[src/rtl/pft_pkg.sv]
package pft_pkg;

    localparam int LEN_W = 21;
    localparam logic [63:0] MAX_PAYLOAD = 64'd1048576;

    // Front queue geometry
    localparam int FQ_DEPTH = 4;
    localparam int FQ_AW    = $clog2(FQ_DEPTH);
    localparam int FQ_CW    = $clog2(FQ_DEPTH + 1);

    // Result queue geometry
    localparam int RQ_DEPTH = 2;
    localparam int RQ_AW    = $clog2(RQ_DEPTH);
    localparam int RQ_CW    = $clog2(RQ_DEPTH + 1);

    // Result kinds
    localparam logic [2:0] K_VARINT  = 3'd0;
    localparam logic [2:0] K_FIX32   = 3'd1;
    localparam logic [2:0] K_FIX64   = 3'd2;
    localparam logic [2:0] K_PAYLOAD = 3'd3;
    localparam logic [2:0] K_EMPTY   = 3'd4;
    localparam logic [2:0] K_ERROR   = 3'd5;

    typedef struct packed {
        logic [7:0] in_byte;
        logic       msg_last;
    } in_item_t;

    typedef struct packed {
        logic [2:0]       kind;
        logic [28:0]      field_number;
        logic [63:0]      value;
        logic [7:0]       data_byte;
        logic [LEN_W-1:0] length;
        logic             field_done;
        logic             message_end;
    } out_item_t;

    // Byte as classified by the front end
    typedef struct packed {
        logic [7:0] data;
        logic       last;
        logic       ends;
    } tok_t;

endpackage

[src/rtl/pft_front.sv]
module pft_front
(
    input  logic             clk,
    input  logic             rst_n,
    input  logic             push,
    output logic             full,
    input  pft_pkg::in_item_t item,
    input  logic             tok_pop,
    output logic             tok_valid,
    output pft_pkg::tok_t    tok
);

    pft_pkg::tok_t                 mem_reg [pft_pkg::FQ_DEPTH];
    logic [pft_pkg::FQ_AW-1:0]     wr_reg;
    logic [pft_pkg::FQ_AW-1:0]     wr_next;
    logic [pft_pkg::FQ_AW-1:0]     rd_reg;
    logic [pft_pkg::FQ_AW-1:0]     rd_next;
    logic [pft_pkg::FQ_CW-1:0]     cnt_reg;
    logic [pft_pkg::FQ_CW-1:0]     cnt_next;
    logic                          do_push;
    logic                          do_pop;
    pft_pkg::tok_t                 cls;

    // A varint group ends on a clear continuation bit or at the buffer end
    assign cls.data = item.in_byte;
    assign cls.last = item.msg_last;
    assign cls.ends = !item.in_byte[7] || item.msg_last;

    assign full      = (cnt_reg == pft_pkg::FQ_CW'(pft_pkg::FQ_DEPTH));
    assign tok_valid = (cnt_reg != '0);
    assign tok       = mem_reg[rd_reg];
    assign do_push   = push && !full;
    assign do_pop    = tok_pop && tok_valid;

    always_comb
    begin
        wr_next  = do_push ? wr_reg + 1'b1 : wr_reg;
        rd_next  = do_pop ? rd_reg + 1'b1 : rd_reg;
        cnt_next = cnt_reg;
        if (do_push && !do_pop)
        begin
            cnt_next = cnt_reg + 1'b1;
        end
        else if (do_pop && !do_push)
        begin
            cnt_next = cnt_reg - 1'b1;
        end
    end

    always_ff @(posedge clk)
    begin
        if (do_push)
        begin
            mem_reg[wr_reg] <= cls;
        end
    end

    always_ff @(posedge clk or negedge rst_n)
    begin
        if (!rst_n)
        begin
            wr_reg  <= '0;
            rd_reg  <= '0;
            cnt_reg <= '0;
        end
        else
        begin
            wr_reg  <= wr_next;
            rd_reg  <= rd_next;
            cnt_reg <= cnt_next;
        end
    end

endmodule

[src/rtl/pft_back.sv]
module pft_back
(
    input  logic               clk,
    input  logic               rst_n,
    input  logic               tok_valid,
    input  pft_pkg::tok_t      tok,
    output logic               tok_pop,
    input  logic               res_space,
    output logic               res_push,
    output pft_pkg::out_item_t res
);

    localparam logic [2:0] PH_KEY     = 3'd0;
    localparam logic [2:0] PH_VARINT  = 3'd1;
    localparam logic [2:0] PH_FIX64   = 3'd2;
    localparam logic [2:0] PH_LEN     = 3'd3;
    localparam logic [2:0] PH_PAYLOAD = 3'd4;
    localparam logic [2:0] PH_FIX32   = 3'd5;

    localparam logic [6:0] SHIFT_CAP = 7'd64;

    logic [2:0]                phase_reg, phase_next;
    logic [31:0]               key_reg, key_next;
    logic [6:0]                shift_reg, shift_next;
    logic [63:0]               val_reg, val_next;
    logic [2:0]                wire_reg, wire_next;
    logic [28:0]               field_reg, field_next;
    logic [pft_pkg::LEN_W-1:0] left_reg, left_next;
    logic [pft_pkg::LEN_W-1:0] dlen_reg, dlen_next;
    logic                      disc_reg, disc_next;

    logic        fire;
    logic        fixed_ph;
    logic [7:0]  operand;
    logic [63:0] shifted;
    logic [7:0]  sum7;
    logic [7:0]  sum8;
    logic [6:0]  inc7;
    logic [6:0]  inc8;
    logic        emit_mid;
    logic        finish;
    logic        fail;
    logic        left_le1;

    assign fire     = tok_valid && res_space;
    assign tok_pop  = fire;
    assign fixed_ph = (phase_reg == PH_FIX32) || (phase_reg == PH_FIX64);
    assign operand  = fixed_ph ? tok.data : {1'b0, tok.data[6:0]};
    assign shifted  = {56'd0, operand} << shift_reg[5:0];
    assign sum7     = {1'b0, shift_reg} + 8'd7;
    assign sum8     = {1'b0, shift_reg} + 8'd8;
    assign inc7     = (sum7 > {1'b0, SHIFT_CAP}) ? SHIFT_CAP : sum7[6:0];
    assign inc8     = (sum8 > {1'b0, SHIFT_CAP}) ? SHIFT_CAP : sum8[6:0];
    assign left_le1 = (left_reg <= pft_pkg::LEN_W'(1));
    assign res_push = fire && (emit_mid || finish || fail);

    always_comb
    begin
        phase_next = phase_reg;
        key_next   = key_reg;
        shift_next = shift_reg;
        val_next   = val_reg;
        wire_next  = wire_reg;
        field_next = field_reg;
        left_next  = left_reg;
        dlen_next  = dlen_reg;
        disc_next  = disc_reg;
        emit_mid   = 1'b0;
        finish     = 1'b0;
        fail       = 1'b0;
        res        = '0;

        if (fire)
        begin
            if (disc_reg)
            begin
                // Drop bytes until the buffer ends, then start afresh
                if (tok.last)
                begin
                    phase_next = PH_KEY;
                    key_next   = '0;
                    shift_next = '0;
                    val_next   = '0;
                    wire_next  = '0;
                    field_next = '0;
                    left_next  = '0;
                    dlen_next  = '0;
                    disc_next  = 1'b0;
                end
            end
            else
            begin
                case (phase_reg)
                    PH_KEY:
                    begin
                        key_next   = key_reg | ((shift_reg < 7'd32) ? shifted[31:0] : 32'd0);
                        shift_next = inc7;
                        if (tok.ends)
                        begin
                            field_next = key_next[31:3];
                            wire_next  = key_next[2:0];
                            key_next   = '0;
                            shift_next = '0;
                            val_next   = '0;
                            if (tok.last)
                            begin
                                if (wire_next == 3'd0)
                                begin
                                    finish   = 1'b1;
                                    res.kind = pft_pkg::K_VARINT;
                                end
                                else if (wire_next == 3'd2)
                                begin
                                    finish   = 1'b1;
                                    res.kind = pft_pkg::K_EMPTY;
                                end
                                else
                                begin
                                    fail = 1'b1;
                                end
                            end
                            else
                            begin
                                case (wire_next)
                                    3'd0:    phase_next = PH_VARINT;
                                    3'd1:
                                    begin
                                        phase_next = PH_FIX64;
                                        left_next  = pft_pkg::LEN_W'(8);
                                    end
                                    3'd2:    phase_next = PH_LEN;
                                    3'd5:
                                    begin
                                        phase_next = PH_FIX32;
                                        left_next  = pft_pkg::LEN_W'(4);
                                    end
                                    default: fail = 1'b1;
                                endcase
                            end
                        end
                    end

                    PH_VARINT, PH_LEN:
                    begin
                        val_next = val_reg | (!shift_reg[6] ? shifted : 64'd0);
                        if (phase_reg == PH_LEN && shift_reg >= 7'd63 && tok.data[6:0] != 7'd0)
                        begin
                            val_next = '1;
                        end
                        shift_next = inc7;
                        if (tok.ends)
                        begin
                            if (phase_reg == PH_VARINT)
                            begin
                                finish    = 1'b1;
                                res.kind  = pft_pkg::K_VARINT;
                                res.value = val_next;
                            end
                            else if (val_next == 64'd0)
                            begin
                                finish   = 1'b1;
                                res.kind = pft_pkg::K_EMPTY;
                            end
                            else if (val_next > pft_pkg::MAX_PAYLOAD || tok.last)
                            begin
                                fail = 1'b1;
                            end
                            else
                            begin
                                dlen_next  = val_next[pft_pkg::LEN_W-1:0];
                                left_next  = val_next[pft_pkg::LEN_W-1:0];
                                key_next   = '0;
                                shift_next = '0;
                                val_next   = '0;
                                phase_next = PH_PAYLOAD;
                            end
                        end
                    end

                    PH_PAYLOAD:
                    begin
                        if (left_le1)
                        begin
                            left_next     = '0;
                            finish        = 1'b1;
                            res.kind      = pft_pkg::K_PAYLOAD;
                            res.data_byte = tok.data;
                            res.length    = dlen_reg;
                        end
                        else if (tok.last)
                        begin
                            fail = 1'b1;
                        end
                        else
                        begin
                            left_next     = left_reg - 1'b1;
                            emit_mid      = 1'b1;
                            res.kind      = pft_pkg::K_PAYLOAD;
                            res.data_byte = tok.data;
                            res.length    = dlen_reg;
                        end
                    end

                    PH_FIX32, PH_FIX64:
                    begin
                        if (phase_reg == PH_FIX32 && shift_reg < 7'd32)
                        begin
                            val_next = val_reg | shifted;
                        end
                        shift_next = inc8;
                        if (left_le1)
                        begin
                            left_next = '0;
                            finish    = 1'b1;
                            if (phase_reg == PH_FIX32)
                            begin
                                res.kind  = pft_pkg::K_FIX32;
                                res.value = {32'd0, val_next[31:0]};
                            end
                            else
                            begin
                                res.kind = pft_pkg::K_FIX64;
                            end
                        end
                        else if (tok.last)
                        begin
                            fail = 1'b1;
                        end
                        else
                        begin
                            left_next = left_reg - 1'b1;
                        end
                    end

                    default:
                    begin
                        phase_next = PH_KEY;
                        key_next   = '0;
                        shift_next = '0;
                        val_next   = '0;
                        wire_next  = '0;
                        field_next = '0;
                        left_next  = '0;
                        dlen_next  = '0;
                        disc_next  = 1'b0;
                    end
                endcase
            end
        end

        if (finish || fail)
        begin
            key_next   = '0;
            shift_next = '0;
            val_next   = '0;
            phase_next = PH_KEY;
        end
        if (fail)
        begin
            left_next = '0;
            dlen_next = '0;
            disc_next = !tok.last;
            res       = '0;
            res.kind  = pft_pkg::K_ERROR;
        end
        res.field_number = field_next;
        res.field_done   = finish;
        res.message_end  = (finish || fail) && tok.last;
    end

    always_ff @(posedge clk or negedge rst_n)
    begin
        if (!rst_n)
        begin
            phase_reg <= PH_KEY;
            key_reg   <= '0;
            shift_reg <= '0;
            val_reg   <= '0;
            wire_reg  <= '0;
            field_reg <= '0;
            left_reg  <= '0;
            dlen_reg  <= '0;
            disc_reg  <= 1'b0;
        end
        else
        begin
            phase_reg <= phase_next;
            key_reg   <= key_next;
            shift_reg <= shift_next;
            val_reg   <= val_next;
            wire_reg  <= wire_next;
            field_reg <= field_next;
            left_reg  <= left_next;
            dlen_reg  <= dlen_next;
            disc_reg  <= disc_next;
        end
    end

endmodule

[src/rtl/pft_outq.sv]
module pft_outq
(
    input  logic               clk,
    input  logic               rst_n,
    input  logic               res_push,
    input  pft_pkg::out_item_t res,
    output logic               res_space,
    output logic               empty,
    input  logic               pop,
    output pft_pkg::out_item_t result
);

    pft_pkg::out_item_t        mem_reg [pft_pkg::RQ_DEPTH];
    logic [pft_pkg::RQ_AW-1:0] wr_reg, wr_next;
    logic [pft_pkg::RQ_AW-1:0] rd_reg, rd_next;
    logic [pft_pkg::RQ_CW-1:0] cnt_reg, cnt_next;
    logic                      do_push;
    logic                      do_pop;

    assign res_space = (cnt_reg != pft_pkg::RQ_CW'(pft_pkg::RQ_DEPTH));
    assign empty     = (cnt_reg == '0);
    assign result    = mem_reg[rd_reg];
    assign do_push   = res_push && res_space;
    assign do_pop    = pop && !empty;

    always_comb
    begin
        wr_next  = do_push ? wr_reg + 1'b1 : wr_reg;
        rd_next  = do_pop ? rd_reg + 1'b1 : rd_reg;
        cnt_next = cnt_reg;
        if (do_push && !do_pop)
        begin
            cnt_next = cnt_reg + 1'b1;
        end
        else if (do_pop && !do_push)
        begin
            cnt_next = cnt_reg - 1'b1;
        end
    end

    always_ff @(posedge clk)
    begin
        if (do_push)
        begin
            mem_reg[wr_reg] <= res;
        end
    end

    always_ff @(posedge clk or negedge rst_n)
    begin
        if (!rst_n)
        begin
            wr_reg  <= '0;
            rd_reg  <= '0;
            cnt_reg <= '0;
        end
        else
        begin
            wr_reg  <= wr_next;
            rd_reg  <= rd_next;
            cnt_reg <= cnt_next;
        end
    end

endmodule

[src/rtl/protobuf_field_tokenizer.sv]
// Protobuf wire-format field tokenizer. Feed the encoded message one byte per
// request through the push/full port, with msg_last set on the buffer's last
// byte; collect tokens through the empty/pop port. Varint fields (wire type 0)
// report their value, fixed32 fields (type 5) report their little-endian
// value, fixed64 fields (type 1) report one skipped token after 8 bytes, and
// length-delimited fields (type 2) give one token per payload byte with
// field_done set on the final one, or an empty-field token for length zero.
// Bad wire types, lengths above 1 MiB, and fixed-width fields or non-empty
// payloads cut short by the buffer end give an error token; after an error
// not on the last byte, every byte up to and including the last one is
// dropped silently. Throughput is one byte per clock while the result queue
// has room: the parser updates its accumulators and counters once per byte.
// An accepted byte waits in a 4-entry byte queue, is parsed from there, and
// its token, if any, goes into a 2-entry result queue that feeds the result
// port, so either side may stall without stopping the other at once.
module protobuf_field_tokenizer
(
    input  logic               clk,
    input  logic               rst_n,
    input  logic               push,
    output logic               full,
    input  pft_pkg::in_item_t  item,
    output logic               empty,
    input  logic               pop,
    output pft_pkg::out_item_t result
);

    logic               tok_valid;
    logic               tok_pop;
    pft_pkg::tok_t      tok;
    logic               res_space;
    logic               res_push;
    pft_pkg::out_item_t res;

    // Front: take requests, mark where each varint group ends, hold in queue
    pft_front u_front
    (
        .clk       (clk),
        .rst_n     (rst_n),
        .push      (push),
        .full      (full),
        .item      (item),
        .tok_pop   (tok_pop),
        .tok_valid (tok_valid),
        .tok       (tok)
    );

    // Back: run the wire-format state machine, one byte per cycle while the
    // result queue has room
    pft_back u_back
    (
        .clk       (clk),
        .rst_n     (rst_n),
        .tok_valid (tok_valid),
        .tok       (tok),
        .tok_pop   (tok_pop),
        .res_space (res_space),
        .res_push  (res_push),
        .res       (res)
    );

    // Result queue: hold tokens until the consumer pops them
    pft_outq u_outq
    (
        .clk       (clk),
        .rst_n     (rst_n),
        .res_push  (res_push),
        .res       (res),
        .res_space (res_space),
        .empty     (empty),
        .pop       (pop),
        .result    (result)
    );

endmodule

[config.mk]
export PLATFORM = sky130hd
export DESIGN_NAME = protobuf_field_tokenizer
export DESIGN_NICKNAME = d
export VERILOG_FILES = /design/src/rtl/pft_pkg.sv /design/src/rtl/pft_front.sv /design/src/rtl/pft_back.sv /design/src/rtl/pft_outq.sv /design/src/rtl/protobuf_field_tokenizer.sv
export SDC_FILE = /design/constraint.sdc
export NUM_CORES = 1
export LEC_CHECK = 0
export BUFFER_PORTS_ARGS = -buffer_cell sky130_fd_sc_hd__buf_2
export CAP_MARGIN = 30
export CORE_MARGIN = 2
export CORE_UTILIZATION = 60
export CTS_CLUSTER_DIAMETER = 50
export DETAILED_ROUTE_END_ITERATION = 12
export PLACE_DENSITY = 0.89
export SLEW_MARGIN = 5
export SYNTH_ARGS = -nofsm -noshare
export SYNTH_HDL_FRONTEND = slang
export SYNTH_SLANG_ARGS = --single-unit
export TNS_END_PERCENT = 5
[constraint.sdc]
create_clock -name clk -period 12.2 [get_ports clk]
set_input_delay 2.44 -clock clk [delete_from_list [all_inputs] [get_ports clk]]
set_output_delay 2.44 -clock clk [all_outputs]
set_load 0.02 [all_outputs]
==> results of run 1 <==
## cell usage after synthesis, drive strengths merged, types with 20 or more instances
master / number
inv: 24
and2: 53
nor3: 71
o21ai: 137
mux2: 139
a21oi: 122
o22ai: 27
nor2: 274
a31oi: 20
nand2: 175
buf: 25
dfrtp: 189
edfxtp: 294
clkbuf: 99
a22o: 39
## kinds of logic (layout without fill, tap and decap cells)
group,after synthesis,after routing,synth area share
and+or+nand+nor,724,724,0.146
AOI/OAI and AO/OA,509,509,0.143
DFF,483,483,0.583
muxes,167,167,0.0858
buffers and inverters,149,318,0.0257
xor gates and xnor gates,23,23,0.00866
adders and majority gates,14,14,0.00786
other,0,3,0
## worst register-to-register path, delay by kind of cell, from the launching register on
kind	cells	cell delay, ns
DFF	1	0.92
buffers and inverters	4	1.22
AOI/OAI and AO/OA	3	1.25
and+or+nand+nor	7	3.33
muxes	1	0.46
## worst max-delay path by stage
stage / start / end / slack, ns
finish: u_front.rd_reg[1]$_DFFE_PN0P_ / u_outq.mem_reg[1][5]$_DFFE_PP_ / 4.65
global route: u_front.rd_reg[1]$_DFFE_PN0P_ / u_outq.mem_reg[1][16]$_DFFE_PP_ / 4.29
CTS: u_front.rd_reg[1]$_DFFE_PN0P_ / u_outq.mem_reg[1][5]$_DFFE_PP_ / 4.65
detailed placement: u_front.rd_reg[1]$_DFFE_PN0P_ / u_outq.mem_reg[1][0]$_DFFE_PP_ / 4.70
global placement: u_front.rd_reg[1]$_DFFE_PN0P_ / u_outq.mem_reg[1][0]$_DFFE_PP_ / 4.79
floorplan: u_front.rd_reg[1]$_DFFE_PN0P_ / u_outq.mem_reg[1][0]$_DFFE_PP_ / 1.84
## area by class of cell
class / count / share of cell area
clock buffer: 65 / 0.0546
sequential: 483 / 0.512
timing repair buffer: 200 / 0.0469
clock inverter: 28 / 0.0111
multi-input combinational: 1437 / 0.347
tap: 518 / 0.0245
antenna: 3 / 0.000284
inverter: 25 / 0.00355
## through the flow
stage               cells  power [µW]   util  hold WS (ns)
global placement     2652        6870  0.638         0.455
CTS                  2753        8640  0.686         0.480
detailed placement   2660        7030  0.641         0.464
finish               2759        8770  0.688         0.480
floorplan            2069        5580      -         0.440
global route         2756        9110  0.688         0.512
## where the power goes
part / internal [µW] / total [µW] / switching [µW]
clock: 915 / 1580 / 663
sequential: 2490 / 2780 / 293
combinational: 1330 / 4400 / 3070
total: 4740 / 8770 / 4030
## layer usage
metal  track usage  vias to the layer above
met5             0                        -
met4         0.138                        2
met3        0.0810                      214
met2         0.578                     1189
met1         0.520                     9204
li1              -                     7986
==> metrics.txt, run 1 <==
ys async rst share=0.391; final hold vios=0; Post-route DRC=0; Hold Crit Class=register to register; Max Freq=132 MHz; post-synthesis cell type count=93; Reg2Reg Launch Point=u_front.rd_reg[1]$_DFFE_PN0P_; cell family with most CP delay=simple AND/OR/NAND/NOR gates; clk root buf=clkbuf_16; WL per Instance=27.4 µm; Initial Utilization=0.605; Clock Latency Late Sink=0.60 ns; final slew viol count=0; Syn Inst Count=2069; final setup vio count=0; syn_area_per_cell=11.2 µm²; DP Wirelength=52.5 mm; final period utilization=0.619; fin crit period=7.55 ns; crit path buf inv count=4; 1st-iter DRT viols=2314; most frequent cells in the layout=edfxtp_1, nor2_1, dfrtp_1; grt ovf=0; Die Ht=201 µm; top cell type's share of synthesized area=0.380; Worst Max-Slew Pin Slew=1.04 ns; CP startpoint kind=register; H-tree depth=2; sequential area share after synthesis=0.583; Top FF cell, synth=edfxtp_1; Max FO, Critical Path=69; CP Cell Sequence=mux4_2 > nor4_1 > a311oi_4 > buf_4 > a311oi_1 > or4b_2 > nor4_1 > and2_0 > nor3_1 > or4_1 > a31oi_1 > nor2b_4 > buf_4 > buf_4 > buf_16; most used cell, CP=buf_4; vias in the first global route=18000; total CTS buffers=50; hold depth=2; Die W=201 µm; Vias/cell=6.74; met1 wire length=30.1 mm; Max-Cap Viols=0; total track usage=0.372; Crit path largest cell delay=0.92 ns; post-synth top area cell=edfxtp_1; Slew headroom=0.303; RSZ-0062 raised after global routing=false; Worst Hold End=u_back.dlen_reg[12]$_DFFE_PN0P_; register bit total from synthesis=483; clock-pin slew on the worst setup and hold paths=0.07 ns; core area=0.0385 mm²; routed vias=18600; DRT Pass-1 Iters=6; Post-DP Area=0.0246 mm²; met2 WL=34.5 mm; Worst Setup End Kind=register; maximum vdd drop=0.199 mV; Hold-fix buffers, CTS=0; Setup Skew=0.0211 ns; largest net degree at the start of global routing=83; sum of negative setup slack=0 ns; io pins=142; setup slack after layout=4.65 ns; final wirelength=75.6 mm; WP data required=12.48 ns; routability cong.=1.06; die area=0.0404 mm²; Clock Path Buffers=3; outcome=completed; CTS tree=built; CP max stage cell=dfrtp_1; CTS sink cnt=483; most area-consuming cells after synthesis=edfxtp_1, dfrtp_1, mux2_2, nor2_1, o21ai_0; R2R depth=15; share of layout cells above drive strength 1=0.210; # resized after CTS=0; Layout area overhead=13.8%; r2r setup slk=4.65 ns; EDFF count, synth=294; post-CTS setup repair buffer count=0; stages on the worst setup path=15; R2R Path End=u_outq.mem_reg[1][5]$_DFFE_PP_; worst min-delay path startpoint=u_back.dlen_reg[12]$_DFFE_PN0P_; leakage=0.0103 µW; Synth Cell Area=0.0233 mm²; syn_nets=2096; fillers=2726; Crit Path Class=register to register; first-pass GRT wire length=113 mm; Reg area=0.0136 mm²; final non-filler cell area=0.0265 mm²; ANT nets after route=0; Multi-input gate area=0.00917 mm²; met3 wire length=7.87 mm; initial antenna violation count=1; Syn. warnings=0; I/O Buffers=141; Worst EP arrival=7.84 ns; setup slack at placement=4.70 ns; top sig layer=met5; fin nets=2224; Cell Rows=72; commonest non-fill, non-tap cell in the layout=edfxtp_1; Power Dens Cells=331 mW/mm²; max reg flops=254
(Power assumes the default switching activity.)
==> run 2, diff against run 1 <==
--- a/config.mk
+++ b/config.mk
@@ -8,10 +8,10 @@
 export BUFFER_PORTS_ARGS = -buffer_cell sky130_fd_sc_hd__buf_2
 export CAP_MARGIN = 30
 export CORE_MARGIN = 2
-export CORE_UTILIZATION = 60
+export CORE_UTILIZATION = 55
 export CTS_CLUSTER_DIAMETER = 50
 export DETAILED_ROUTE_END_ITERATION = 12
-export PLACE_DENSITY = 0.89
+export PLACE_DENSITY = 0.86
 export SLEW_MARGIN = 5
 export SYNTH_ARGS = -nofsm -noshare
 export SYNTH_HDL_FRONTEND = slang
==> constraint.sdc (replaced) <==
create_clock -name clk -period 6.13 [get_ports clk]
set_input_delay 1.226 -clock clk [delete_from_list [all_inputs] [get_ports clk]]
set_output_delay 1.226 -clock clk [all_outputs]
set_load 0.02 [all_outputs]
==> run 2 against run 1 <==
Against the previous run:
- count of clock-buffer cells in the layout increased by 2
- clock power grew 97%
- wire length about the same
- die area increased by 8.9%
- first-iteration DRC count grew 15%
==> metrics.txt, run 2 (synthesis gave the netlist of run 1 again) <==
crit path buf inv count=4 (unchanged); die area=0.0439 mm² (was 0.0404 mm²); fin crit period=6.07 ns (was 7.55 ns); io pins=142 (unchanged); Power, Total=18000 µW (was 8770 µW); outcome=completed (unchanged); n_diodes=0 (was 3); total track usage=0.343 (was 0.372); I/O Buffers=141 (unchanged); Power Dens Cells=662 mW/mm² (was 331 mW/mm²); share of layout cells above drive strength 1=0.237 (was 0.210); Crit Path Class=register to register (unchanged); Max FO, Critical Path=38 (was 69); sum of negative setup slack=0 ns (unchanged); Setup Skew=0.0205 ns (was 0.0211 ns); Layout area overhead=16.8% (was 13.8%); Worst Max-Slew Pin Slew=1.26 ns (was 1.04 ns); clock-pin slew on the worst setup and hold paths=0.06 ns (was 0.07 ns); H-tree depth=2 (unchanged); 1st-iter DRT viols=2659 (was 2314); Die W=210 µm (was 201 µm); routability cong.=1.11 (was 1.06); Die Ht=210 µm (was 201 µm); Slew headroom=0.159 (was 0.303); Crit path largest cell delay=1.04 ns (was 0.92 ns); grt ovf=0 (unchanged); CP Cell Sequence=buf_12 > mux4_2 > o211ai_1 > a21o_2 > o221a_2 > nor2_1 > a2111oi_0 > nand4_1 > nor4_1 > buf_4 > and2_0 > nor3_1 > or4_4 > a31oi_4 > buf_4 > nor2_4 > buf_12 (was mux4_2 > nor4_1 > a311oi_4 > buf_4 > a311oi_1 > or4b_2 > nor4_1 > and2_0 > nor3_1 > or4_1 > a31oi_1 > nor2b_4 > buf_4 > buf_4 > buf_16); final hold vios=0 (unchanged); RSZ-0062 raised after global routing=false (unchanged); Cell Rows=75 (was 72); # resized after CTS=0 (unchanged); commonest non-fill, non-tap cell in the layout=edfxtp_1 (unchanged); setup slack at placement=0.290 ns (was 4.70 ns); routed vias=18800 (was 18600); cell family with most CP delay=compound AO/OA/AOI/OAI gates (was simple AND/OR/NAND/NOR gates); vias in the first global route=18200 (was 18000); clk root buf=clkbuf_16 (unchanged); final slew viol count=0 (unchanged); CP startpoint kind=register (unchanged); Clock Path Buffers=3 (unchanged); Max-Cap Viols=0 (unchanged); most frequent cells in the layout=edfxtp_1, nor2_1, dfrtp_1 (unchanged); Worst Setup End Kind=register (unchanged); Psw=8010 µW (was 4030 µW); Clock power frac=0.174 (was 0.180); Hold Crit Class=register to register (unchanged); max reg flops=254 (unchanged); Comb pwr share=0.521 (was 0.502); total CTS buffers=50 (unchanged); WP data required=6.44 ns (was 12.48 ns); final setup vio count=0 (unchanged); Vias/cell=6.57 (was 6.74); Reg power frac=0.306 (was 0.318); core area=0.0419 mm² (was 0.0385 mm²); CTS tree=built (unchanged); Initial Utilization=0.556 (was 0.605); Worst EP arrival=6.38 ns (was 7.84 ns); ANT nets after route=0 (unchanged); CTS sink cnt=483 (unchanged); fin nets=2309 (was 2224); post-CTS setup repair buffer count=0 (unchanged); DP Wirelength=55.1 mm (was 52.5 mm); Sw Share=0.445 (was 0.460); r2r setup slk=0.06 ns (was 4.65 ns); setup slack after layout=0.0642 ns (was 4.65 ns); first-pass GRT wire length=113 mm (about the same); DRT Pass-1 Iters=6 (unchanged); leakage=0.0108 µW (was 0.0103 µW); final period utilization=0.990 (was 0.619); Hold-fix buffers, CTS=0 (unchanged); WL per Instance=26.4 µm (was 27.4 µm); CP max stage cell=a2111oi_0 (was dfrtp_1); final wirelength=75.6 mm (about the same); initial antenna violation count=2 (was 1); maximum vdd drop=0.450 mV (was 0.199 mV); Post-route DRC=0 (unchanged); Clock Latency Late Sink=0.60 ns (about the same); P_int=9980 µW (was 4740 µW); Max Freq=165 MHz (was 132 MHz); largest net degree at the start of global routing=100 (was 83)
-- run 2: path summary, 6_finish.rpt --
kind                            depth (start not counted)                                to                            start
min in group asynchronous                               1    u_front.cnt_reg[0]$_DFFE_PN0P_                            rst_n
worst min register to register                          2   u_back.dlen_reg[16]$_DFFE_PN0P_  u_back.dlen_reg[16]$_DFFE_PN0P_
worst max register to register                         17  u_outq.mem_reg[0][120]$_DFFE_PP_    u_front.rd_reg[0]$_DFFE_PN0P_
max in group asynchronous                               2         u_outq.rd_reg$_DFFE_PN0P_                            rst_n
worst max-delay path                                   17  u_outq.mem_reg[0][120]$_DFFE_PP_    u_front.rd_reg[0]$_DFFE_PN0P_
worst min-delay path                                    2   u_back.dlen_reg[16]$_DFFE_PN0P_  u_back.dlen_reg[16]$_DFFE_PN0P_
-- run 2: final cells by class --
cell class,instances,area [µm²]
clock inverters,26,313
well taps,539,674
flip-flops and latches,483,13600
clock buffers,67,1390
repair buffers,285,1970
inverters,25,93.8
fillers,3129,14700
multi-input cells,1437,9170
-- run 2: stage by stage --
stage               instance area (µm²)   util  hold slack (ns)  std cells
floorplan                         23300      -            0.440       2069
global placement                  25400  0.608            0.460       2765
detailed placement                25400  0.608            0.464       2768
CTS                               27100  0.649            0.478       2861
global route                      27200  0.649            0.500       2862
finish                            27200  0.649            0.474       2862
-- run 2: worst reg2reg max path, delay by kind of cell (launching register included) --
kind | cells | cell delay, ns
buffers and inverters | 4 | 0.83
AOI/OAI and AO/OA | 5 | 1.99
and+or+nand+nor | 7 | 1.88
muxes | 1 | 0.62
DFF | 1 | 0.42
-- run 2: per-layer routing --
layer,track usage,share of wire
met1,0.477,0.40
met4,0.144,0.046
met3,0.0811,0.11
met2,0.524,0.45
met5,0,0
-- run 2: power groups by stage --
stage	Combinational (µW)	Sequential (µW)	Clock, µW
final	9370	5500	3120
after global routing	9860	5590	3280
after CTS	9150	5490	3150
after detailed placement	9080	5540	0
after global placement	8930	5450	0
after floorplan	5680	5320	0
